===== config.mk =====
export PLATFORM = sky130hd
export DESIGN_NAME = ptht_ctrl
export DESIGN_NICKNAME = d
export VERILOG_FILES = /design/src/sv/ptht_pkg.sv /design/src/sv/ptht_ctrl.sv
export SDC_FILE = /design/constraint.sdc
export NUM_CORES = 1
export LEC_CHECK = 0
export ABC_AREA = 1
export BUFFER_PORTS_ARGS = -buffer_cell sky130_fd_sc_hd__buf_2
export CAP_MARGIN = 0
export CORE_AREA = 2 2 39 41
export DETAILED_ROUTE_END_ITERATION = 12
export DIE_AREA = 0 0 41 43
export HOLD_SLACK_MARGIN = 0.12
export PLACE_DENSITY = 0.59
export SETUP_SLACK_MARGIN = 0.2
export SLEW_MARGIN = 20
export SYNTH_ARGS = -nofsm -noshare
export SYNTH_HDL_FRONTEND = slang
export SYNTH_SLANG_ARGS = --single-unit

===== constraint.sdc =====
create_clock -name clk -period 1.7 [get_ports clk]
set_clock_uncertainty 0.05 [all_clocks]
set_input_delay 0.255 -clock clk [delete_from_list [all_inputs] [get_ports clk]]
set_output_delay 0.255 -clock clk [all_outputs]
set_load 0.005 [all_outputs]

===== src/sv/ptht_pkg.sv =====
// shared types and constants for the page translation hash table
`default_nettype none
package ptht_pkg;

  localparam int LOG_SLOTS_DEF = 8;
  localparam int PAGE_W        = 20;
  localparam int FRAME_W       = 20;
  localparam int OCC_W         = 9;
  localparam int HASH_W        = 32;
  localparam logic [HASH_W-1:0] HASH_MULT = 32'd2654435761;

  // result codes
  typedef enum logic [1:0] {
    ST_MISS     = 2'd0,
    ST_HIT      = 2'd1,
    ST_INSERTED = 2'd2,
    ST_FULL     = 2'd3
  } status_t;

  // item modes
  localparam logic MODE_LOOKUP = 1'b0;
  localparam logic MODE_INSERT = 1'b1;

  // commands from controller to datapath
  typedef struct packed {
    logic    load_item;
    logic    load_home;
    logic    clr_wr;
    logic    rd_en;
    logic    probe_next;
    logic    ins_wr;
    logic    res_load;
    status_t res_status;
  } ptht_cmd_t;

  // status from datapath to controller
  typedef struct packed {
    logic is_insert;
    logic slot_valid;
    logic page_match;
    logic last_probe;
    logic table_full;
    logic clr_done;
    logic out_free;
  } ptht_sts_t;

endpackage
`default_nettype wire


===== src/sv/ptht_ctrl.sv =====
// controller: clearing sweep, probe sequencing and result hand-off
`default_nettype none
module ptht_ctrl
  import ptht_pkg::*;
(
  input  wire logic      clk,
  input  wire logic      rst_n,
  input  wire logic      in_valid,
  output logic           in_ready,
  input  wire ptht_sts_t sts,
  output ptht_cmd_t      cmd
);

  typedef enum logic [2:0] {
    S_CLEAR,
    S_IDLE,
    S_HASH,
    S_READ,
    S_CHECK,
    S_RESP
  } state_t;

  state_t  state_r, state_nxt;
  status_t res_st_r, res_st_nxt;

  always_comb begin
    state_nxt  = state_r;
    res_st_nxt = res_st_r;
    cmd        = '0;
    cmd.res_status = res_st_r;
    in_ready   = 1'b0;
    case (state_r)
      S_CLEAR: begin
        cmd.clr_wr = 1'b1;
        if (sts.clr_done) begin
          state_nxt = S_IDLE;
        end
      end
      S_IDLE: begin
        in_ready = 1'b1;
        if (in_valid) begin
          cmd.load_item = 1'b1;
          state_nxt     = S_HASH;
        end
      end
      S_HASH: begin
        cmd.load_home = 1'b1;
        if (sts.is_insert && sts.table_full) begin
          res_st_nxt = ST_FULL;
          state_nxt  = S_RESP;
        end else begin
          state_nxt = S_READ;
        end
      end
      S_READ: begin
        cmd.rd_en = 1'b1;
        state_nxt = S_CHECK;
      end
      S_CHECK: begin
        if (!sts.slot_valid) begin
          cmd.ins_wr = sts.is_insert;
          res_st_nxt = sts.is_insert ? ST_INSERTED : ST_MISS;
          state_nxt  = S_RESP;
        end else if (!sts.is_insert && sts.page_match) begin
          res_st_nxt = ST_HIT;
          state_nxt  = S_RESP;
        end else if (sts.last_probe) begin
          res_st_nxt = sts.is_insert ? ST_FULL : ST_MISS;
          state_nxt  = S_RESP;
        end else begin
          cmd.probe_next = 1'b1;
          state_nxt      = S_READ;
        end
      end
      S_RESP: begin
        if (sts.out_free) begin
          cmd.res_load = 1'b1;
          state_nxt    = S_IDLE;
        end
      end
      default: begin
        state_nxt = S_IDLE;
      end
    endcase
  end

  always_ff @(posedge clk) begin
    if (!rst_n) begin
      state_r  <= S_CLEAR;
      res_st_r <= ST_MISS;
    end else begin
      state_r  <= state_nxt;
      res_st_r <= res_st_nxt;
    end
  end

endmodule
`default_nettype wire


=== Yosys cells after proc, flatten, opt, wreduce, memory -nomap -nowiden ===
Cells that the tools add are included.

* Input port bits: 10
* Word-level logic and storage cells: 47
* Register bits after elaboration: 5
* Output and inout port bits: 10

* Equal/unequal tests: 10
* Muxes and demuxes: 28
* Reductions and logical operators: 7

{| class="wikitable"
|+ Operators by type and width
! cell !! number
|-
| 2-to-1 mux 3 bit || 7
|-
| case mux 3 bit (6 select lines) || 1
|-
| 2-to-1 mux 2 bit || 7
|-
| 2-to-1 mux 1 bit || 12
|-
| != test 2 bit, second input constant || 4
|-
| == test 3 x 2 -> 1 bit, second input constant || 2
|-
| == test 3 bit, second input constant || 2
|-
| AND reduction 3 bit || 2
|-
| != test 4 bit, second input constant || 1
|-
| case mux 2 bit (2 select lines) || 1
|-
| == test 3 x 1 -> 1 bit, second input constant || 1
|-
| zero test 3 bit || 1
|-
| logical AND 1 bit || 2
|-
| nonzero test 2 bit || 1
|-
| zero test 1 bit || 1
|}

=== Longest topological paths before layout ===
Gate-level depths: netlist (run 1).

* Depth after elaboration: 5
* Mapped depth: 8
* Gate-level depth less buffers: 8

=== Worst setup path before layout (run 1) ===
Ideal clock, no wire load.

* Kind: register to register
* Start point: register state_r[1]
* End point: register res_st_r[1]
* Setup time: 0.113 ns
* Arrival time: 0.946 ns
* Stages on the path, launching flop included: 8
* Slack: 0.590 ns
* Path buffers: 0
* Cell sequence: dfxtp_1 > inv_2 > nor2_2 > nand3_2 > nand2_2 > nor2_4 > nor2_1 > nor2_1

* Cells in the longest elaborated chain, start to end: 3
* Elaborated cells between the ends (all ways): 7
* Classes of those cells: 4 x eq/ne; 1 x mux; 2 x reduce/logical

{| class="wikitable"
|+ RTL lines
! what !! RTL line !! text
|-
| start: declaration || ptht_ctrl.sv:23 || <nowiki>state_t state_r, state_nxt;</nowiki>
|-
| start signal: assignment || ptht_ctrl.sv:92 || <nowiki>state_r <= state_nxt;</nowiki>
|-
| == test 3 bit / == test 3 x 2 -> 1 bit (equally long branches) || ptht_ctrl.sv:32 || <nowiki>case (state_r)</nowiki>
|-
| != test 4 bit (no line) (tied with other cells) || n/a ||
|-
| AND reduction 3 bit (no line) || n/a ||
|-
| end signal: assignment || ptht_ctrl.sv:93 || <nowiki>res_st_r <= res_st_nxt;</nowiki>
|-
| end: declaration || ptht_ctrl.sv:24 || <nowiki>status_t res_st_r, res_st_nxt;</nowiki>
|}

Parallel ways exist; a longest one is shown, timed or not.
A chain may end at the register's enable or synchronous reset.

==> results of run 1 <==
[metal layers]
layer  vias up  wire [um]  track usage
li1        247          -            -
met1       187        388       0.1286
met2        13        406       0.1750
met3         0         64      0.07853
met4         0          0      0.04000
met5         -          0            0
[power groups by stage]
stage | clock (mW) | combinational [mW] | sequential [mW]
final | 0.137 | 0.126 | 0.147
after global placement | 0 | 0.126 | 0.147
after CTS | 0.144 | 0.128 | 0.147
after detailed placement | 0 | 0.126 | 0.147
after global routing | 0.162 | 0.144 | 0.149
after floorplan | 0 | 0.0888 | 0.143
[logic make-up after synthesis]
kind of cell	Yosys count
flip-flops	5
AO/OA/AOI/OAI	2
AND/OR/NAND/NOR	43
buffers and inverters	16
[state kept, by name, summed over array words and instances (netlist names)]
name / flops
state_r: 3
res_st_r: 2
[Yosys cell counts, types with 2 or more instances]
master	instances	area, um2
inv_1	11	41.29
nand3_1	2	10.01
nand4_1	2	12.51
inv_2	4	15.01
nor3_1	2	10.01
nor3_2	3	30.03
dfxtp_1	5	100.1
nor2_1	14	52.55
nand2_1	12	45.04
[per-stage QoR]
stage	hold slack [ps]	instance area (um2)	total power, mW	std cells
after floorplan	302.6	411.6	0.2315	66
after global placement	415.6	519.2	0.2726	100
after detailed placement	428.9	519.2	0.2736	100
after CTS	202.1	550.5	0.4189	104
after global routing	217.9	554.3	0.4552	104
final	206.1	554.3	0.4098	104
[area by class of cell]
cell class / count / area [um2] / share of cell area
Inverter: 15 / 58.81 / 0.1061
Tap cell: 16 / 20.02 / 0.03612
Sequential cell: 5 / 106.4 / 0.1919
Timing Repair Buffer: 19 / 95.09 / 0.1716
Clock buffer: 4 / 26.28 / 0.04740
Multi-Input combinational cell: 45 / 247.7 / 0.4470
[what timing repair did]
action / CTS / global route
hold buffers: 0 / 0
gates cloned: 0 / 0
endpoints found under the setup margin: 2 / 3
gates resized for setup: 3 / 2
[worst paths after layout]
kind / startpoint / to / slack (ps) / depth (start not counted)
worst max register to register: state_r[1] / res_st_r[1] / 540 / 7
worst min register to register: res_st_r[0] / res_st_r[0] / 430 / 2
worst min-delay path: rst_n / state_r[2] / 210 / 3
worst max-delay path: state_r[1] / cmd[4] / 270 / 6
[tightest hold or removal path, cell delays in order]
cell and delay, ps:
buf_2 120, nand2_1 60, inv_1 40
==> impl_metrics.env, run 1 <==
export IMPL_ant_nets=0
export IMPL_synthesis_nets=76
export IMPL_fmax_ghz=0.6971
export IMPL_period_minus_slack_ps=1435
export IMPL_die_w_um=41
export IMPL_drt_iter0_drc=4
export IMPL_crit_path_max_fanout=6
export IMPL_swShare=0.3314
export IMPL_fillers=151
export IMPL_cp_start_kind="flop"
export IMPL_clock_path_buffers=2
export IMPL_synth_compound_area_frac=0.03040
export IMPL_drive_above_1_share=0.4318
export IMPL_syn_to_final_growth_pct=34.65
export IMPL_synth_seq_cells=5
export IMPL_post_dp_hpwl_um=720.6
export IMPL_via_per_inst=4.298
export IMPL_status="completed"
export IMPL_power_switching_mw=0.1358
export IMPL_seqPwrFrac=0.359
export IMPL_required_ps=1390
export IMPL_critical_path_class="reg2out"
export IMPL_grt_usage=0.1175
export IMPL_grt_pass1_wl_um=1373
export IMPL_maxSlewViolCount=0
export IMPL_worst_slew_pin_slew_ps=235.5
export IMPL_crit_family="buffers and inverters"
export IMPL_row_count=14
export IMPL_crit_path_end_kind="output pin"
export IMPL_finalNetCount=99
export IMPL_cts_clk_slew_worst_paths_ps=40
export IMPL_peakVddDrop_uv=395.3
export IMPL_final_hold_violation_count=0
export IMPL_max_cap_viol_count=0
export IMPL_p_clk_frac=0.334
export IMPL_yosys_warnings=0
export IMPL_gp_congestion=0.7402
export IMPL_gr_total_overflow=0
export IMPL_finalCritPeriodShare=0.8438
export IMPL_wire_per_inst_um=8.260
export IMPL_synth_adder_area_share=0
export IMPL_antennaDiodeCount=0
export IMPL_root_buffer="clkbuf_4"
export IMPL_dr_pass1_iters=3
export IMPL_synth_xor_area_frac=0
export IMPL_antenna_found_initial=0
export IMPL_ys_seq_area_frac=0.2432
export IMPL_io_pins=20
export IMPL_power_frac_comb=0.306
export IMPL_postSynthCellCount=66
export IMPL_internal_power_mw=0.2740
export IMPL_grt_max_degree=9
export IMPL_crit_arrival_ps=1130
export IMPL_ys_async_sr_fraction=0
export IMPL_clock_latency_ps=240
export IMPL_cp_buffers_inverters=4
export IMPL_core_um2=1384
export IMPL_path_cells="inv_2 -> nand3_4 -> inv_2 -> nand2_4 -> inv_2 -> buf_2"
export IMPL_slew_headroom=0.8424
export IMPL_fin_setup_tns_ps=0
export IMPL_yosys_area_share_simple=0.5714
export IMPL_cts_max_level=1
export IMPL_cts_tree="yes"
export IMPL_grt_pass1_vias=367
export IMPL_cts_inserted_buffers=3
export IMPL_floorplan_die_area_um2=1763
export IMPL_cts_sinks=5
export IMPL_leakagePower_nw=0.3341
export IMPL_setup_violations=0
export IMPL_hp_class="in2reg"
export IMPL_post_route_util=0.4005
export IMPL_crit_top_cell="inv_2"
export IMPL_syn_area_per_cell_um2=6.237
export IMPL_dr_total_vias=447
export IMPL_ys_types=20
export IMPL_fin_ws_ps=265.5
export IMPL_layout_common_cells="buf_2, nor2_1, nand2_1"
export IMPL_cellPowerDensity_nw_per_um2=739.3
export IMPL_cpPeakStageDelay_ps=350
export IMPL_die_y_um=43
export IMPL_place_port_buffers=19
export IMPL_rsz0062_at_grt="true"
export IMPL_layout_cells_most_common="buf_2"
export IMPL_synth_cell_area_um2=411.6
export IMPL_synth_edf_count=0
export IMPL_drt_total_wl_um=859
export IMPL_synthMuxAreaShare=0
export IMPL_synth_top_family_by_area="simple AND/OR/NAND/NOR gates"
export IMPL_cp_slowest_cell="dfxtp_2"
export IMPL_drcViolationCount=0
export IMPL_start_util=0.2975
export IMPL_dp_slack_ps=384.2
export IMPL_post_cts_buffers=0
export IMPL_synth_ff_type="dfxtp_1"
Note: power is estimated with default switching activity, not from simulation.
==> inputs of run 2 (changes only) <==
==> constraint.sdc (replaced) <==
create_clock -name clk -period 1.5 [get_ports clk]
set_clock_uncertainty 0.05 [all_clocks]
set_input_delay 0.225 -clock clk [delete_from_list [all_inputs] [get_ports clk]]
set_output_delay 0.225 -clock clk [all_outputs]
set_load 0.005 [all_outputs]
==> run 2 against run 1 <==
Register-to-register slack got worse by 280 ps; routed wire length grew 21%; via count grew 10%; non-clock buffer count up 8; count of clock-buffer cells in the layout unchanged; first-iteration DRC count shrank 25%; cell count rose by 7.7%; worst hold slack got worse by 22 ps; critical path type unchanged; highest routed layer unchanged.
==> impl_metrics.env, run 2 (same netlist as run 1, synthesis figures left out) <==
export IMPL_status="completed"
export IMPL_period_minus_slack_ps=1332
export IMPL_maxSlewViolCount=0
export IMPL_cp_start_kind="flop"
export IMPL_grt_max_degree=9
export IMPL_worst_slew_pin_slew_ps=253.5
export IMPL_post_dp_hpwl_um=736.8
export IMPL_die_y_um=43
export IMPL_seqPwrFrac=0.328
export IMPL_clock_path_buffers=2
export IMPL_wire_per_inst_um=9.313
export IMPL_final_hold_violation_count=0
export IMPL_fillers=147
export IMPL_multi_input_area_um2=266.5
export IMPL_finalNetCount=107
export IMPL_dr_pass1_iters=4
export IMPL_antenna_found_initial=0
export IMPL_via_per_inst=4.393
export IMPL_fin_ws_ps=168.2
export IMPL_critical_path_class="reg2out"
export IMPL_grt_pass1_vias=425
export IMPL_die_w_um=41
export IMPL_cellPowerDensity_nw_per_um2=776.8
export IMPL_finalCritPeriodShare=0.8878
export IMPL_internal_power_mw=0.3379
export IMPL_crit_arrival_ps=1060
export IMPL_leakagePower_nw=0.3796
export IMPL_crit_path_end_kind="output pin"
export IMPL_antennaDiodeCount=0
export IMPL_slew_headroom=0.8304
export IMPL_gp_congestion=0.7393
export IMPL_ant_nets=0
export IMPL_fin_setup_tns_ps=0
export IMPL_layout_cells_most_common="buf_2"
export IMPL_dp_slack_ps=191.7
export IMPL_cts_inserted_buffers=3
export IMPL_core_um2=1384
export IMPL_rsz0062_at_grt="true"
export IMPL_drcViolationCount=0
export IMPL_floorplan_die_area_um2=1763
export IMPL_required_ps=1220
export IMPL_cts_clk_slew_worst_paths_ps=50
export IMPL_hp_class="in2reg"
export IMPL_cts_max_level=1
export IMPL_io_pins=20
export IMPL_cts_tree="yes"
export IMPL_peakVddDrop_uv=517.7
export IMPL_layout_common_cells="buf_2, nor2_1, nand2_1"
export IMPL_start_util=0.2975
export IMPL_syn_to_final_growth_pct=59.27
export IMPL_setup_violations=0
export IMPL_power_frac_comb=0.367
export IMPL_place_port_buffers=19
export IMPL_grt_usage=0.1419
export IMPL_fmax_ghz=0.7509
export IMPL_drive_above_1_share=0.5104
export IMPL_drt_total_wl_um=1043
export IMPL_cts_sinks=5
export IMPL_gr_total_overflow=0
export IMPL_cts_hold_buf=0
export IMPL_top_regs="state_r: 3 flops, res_st_r: 2 flops"
export IMPL_clock_latency_ps=240
export IMPL_regArea_um2=111.4
export IMPL_p_clk_frac=0.305
export IMPL_drt_iter0_drc=3
export IMPL_grt_pass1_wl_um=1697
export IMPL_crit_path_max_fanout=8
export IMPL_row_count=14
export IMPL_power_switching_mw=0.1714
export IMPL_max_cap_viol_count=0
export IMPL_swShare=0.3366
export IMPL_root_buffer="clkbuf_4"
export IMPL_largest_reg_flops=3
export IMPL_dr_total_vias=492
export IMPL_top_register="state_r"
run 2: changes by cell type in the layout (fill, tap and decap cells not counted), sizes merged:
cell  before  now
buf       19   27
run 2: power by group through the flow:
stage | clock [mW] | combinational, mW | sequential [mW]
detailed placement | 0 | 0.143 | 0.167
finish | 0.155 | 0.187 | 0.167
CTS | 0.160 | 0.175 | 0.167
floorplan | 0 | 0.101 | 0.162
global route | 0.176 | 0.209 | 0.169
global placement | 0 | 0.142 | 0.167
run 2: layout make-up:
cell class              count  share of cell area
well taps                  16             0.03053
multi-input cells          45              0.4065
inverters                  15              0.1011
clock buffers               4             0.04008
flip-flops and latches      5              0.1698
repair buffers             27              0.2519
run 2: metrics by stage:
stage / total power, mW / hold slack [ps] / util / area, um2 / instances
floorplan: 0.2624 / 272.6 / - / 411.6 / 66
global placement: 0.3089 / 414.6 / 0.3752 / 519.2 / 100
detailed placement: 0.3102 / 417.1 / 0.3752 / 519.2 / 100
CTS: 0.5016 / 179.8 / 0.4584 / 634.4 / 111
global route: 0.5532 / 187.4 / 0.4738 / 655.6 / 112
finish: 0.5093 / 184.4 / 0.4738 / 655.6 / 112
run 2: path summary, 6_finish.rpt:
path | end | slack, ps | from | depth (start not counted)
worst min register to register | res_st_r[0] | 420 | res_st_r[0] | 2
worst min-delay path | state_r[2] | 180 | rst_n | 3
worst max register to register | res_st_r[1] | 260 | state_r[1] | 8
worst max-delay path | cmd[2] | 170 | state_r[2] | 3
run 2: worst max-delay path, stage by stage (launching register included):
cell     delay [ps]
dfxtp_4         400
inv_1            70
nor4_1          180
buf_2           160
run 2: repair_timing:
| item | in CTS | in global routing |
|---|---|---|
| resized for setup | 13 | 3 |
| pin swaps | 3 | 1 |
| hold endpoints to repair | 0 | 0 |
| endpoints found under the setup margin | 8 | 8 |
| setup buffers | 7 | 1 |
run 2: layer usage:
| layer | routed length [um] | track usage | vias up |
|---|---|---|---|
| li1 | - | - | 262 |
| met5 | 0 | 0 | - |
| met1 | 441 | 0.1586 | 215 |
| met3 | 61 | 0.06283 | 0 |
| met4 | 0 | 0.04000 | 0 |
| met2 | 540 | 0.2313 | 15 |
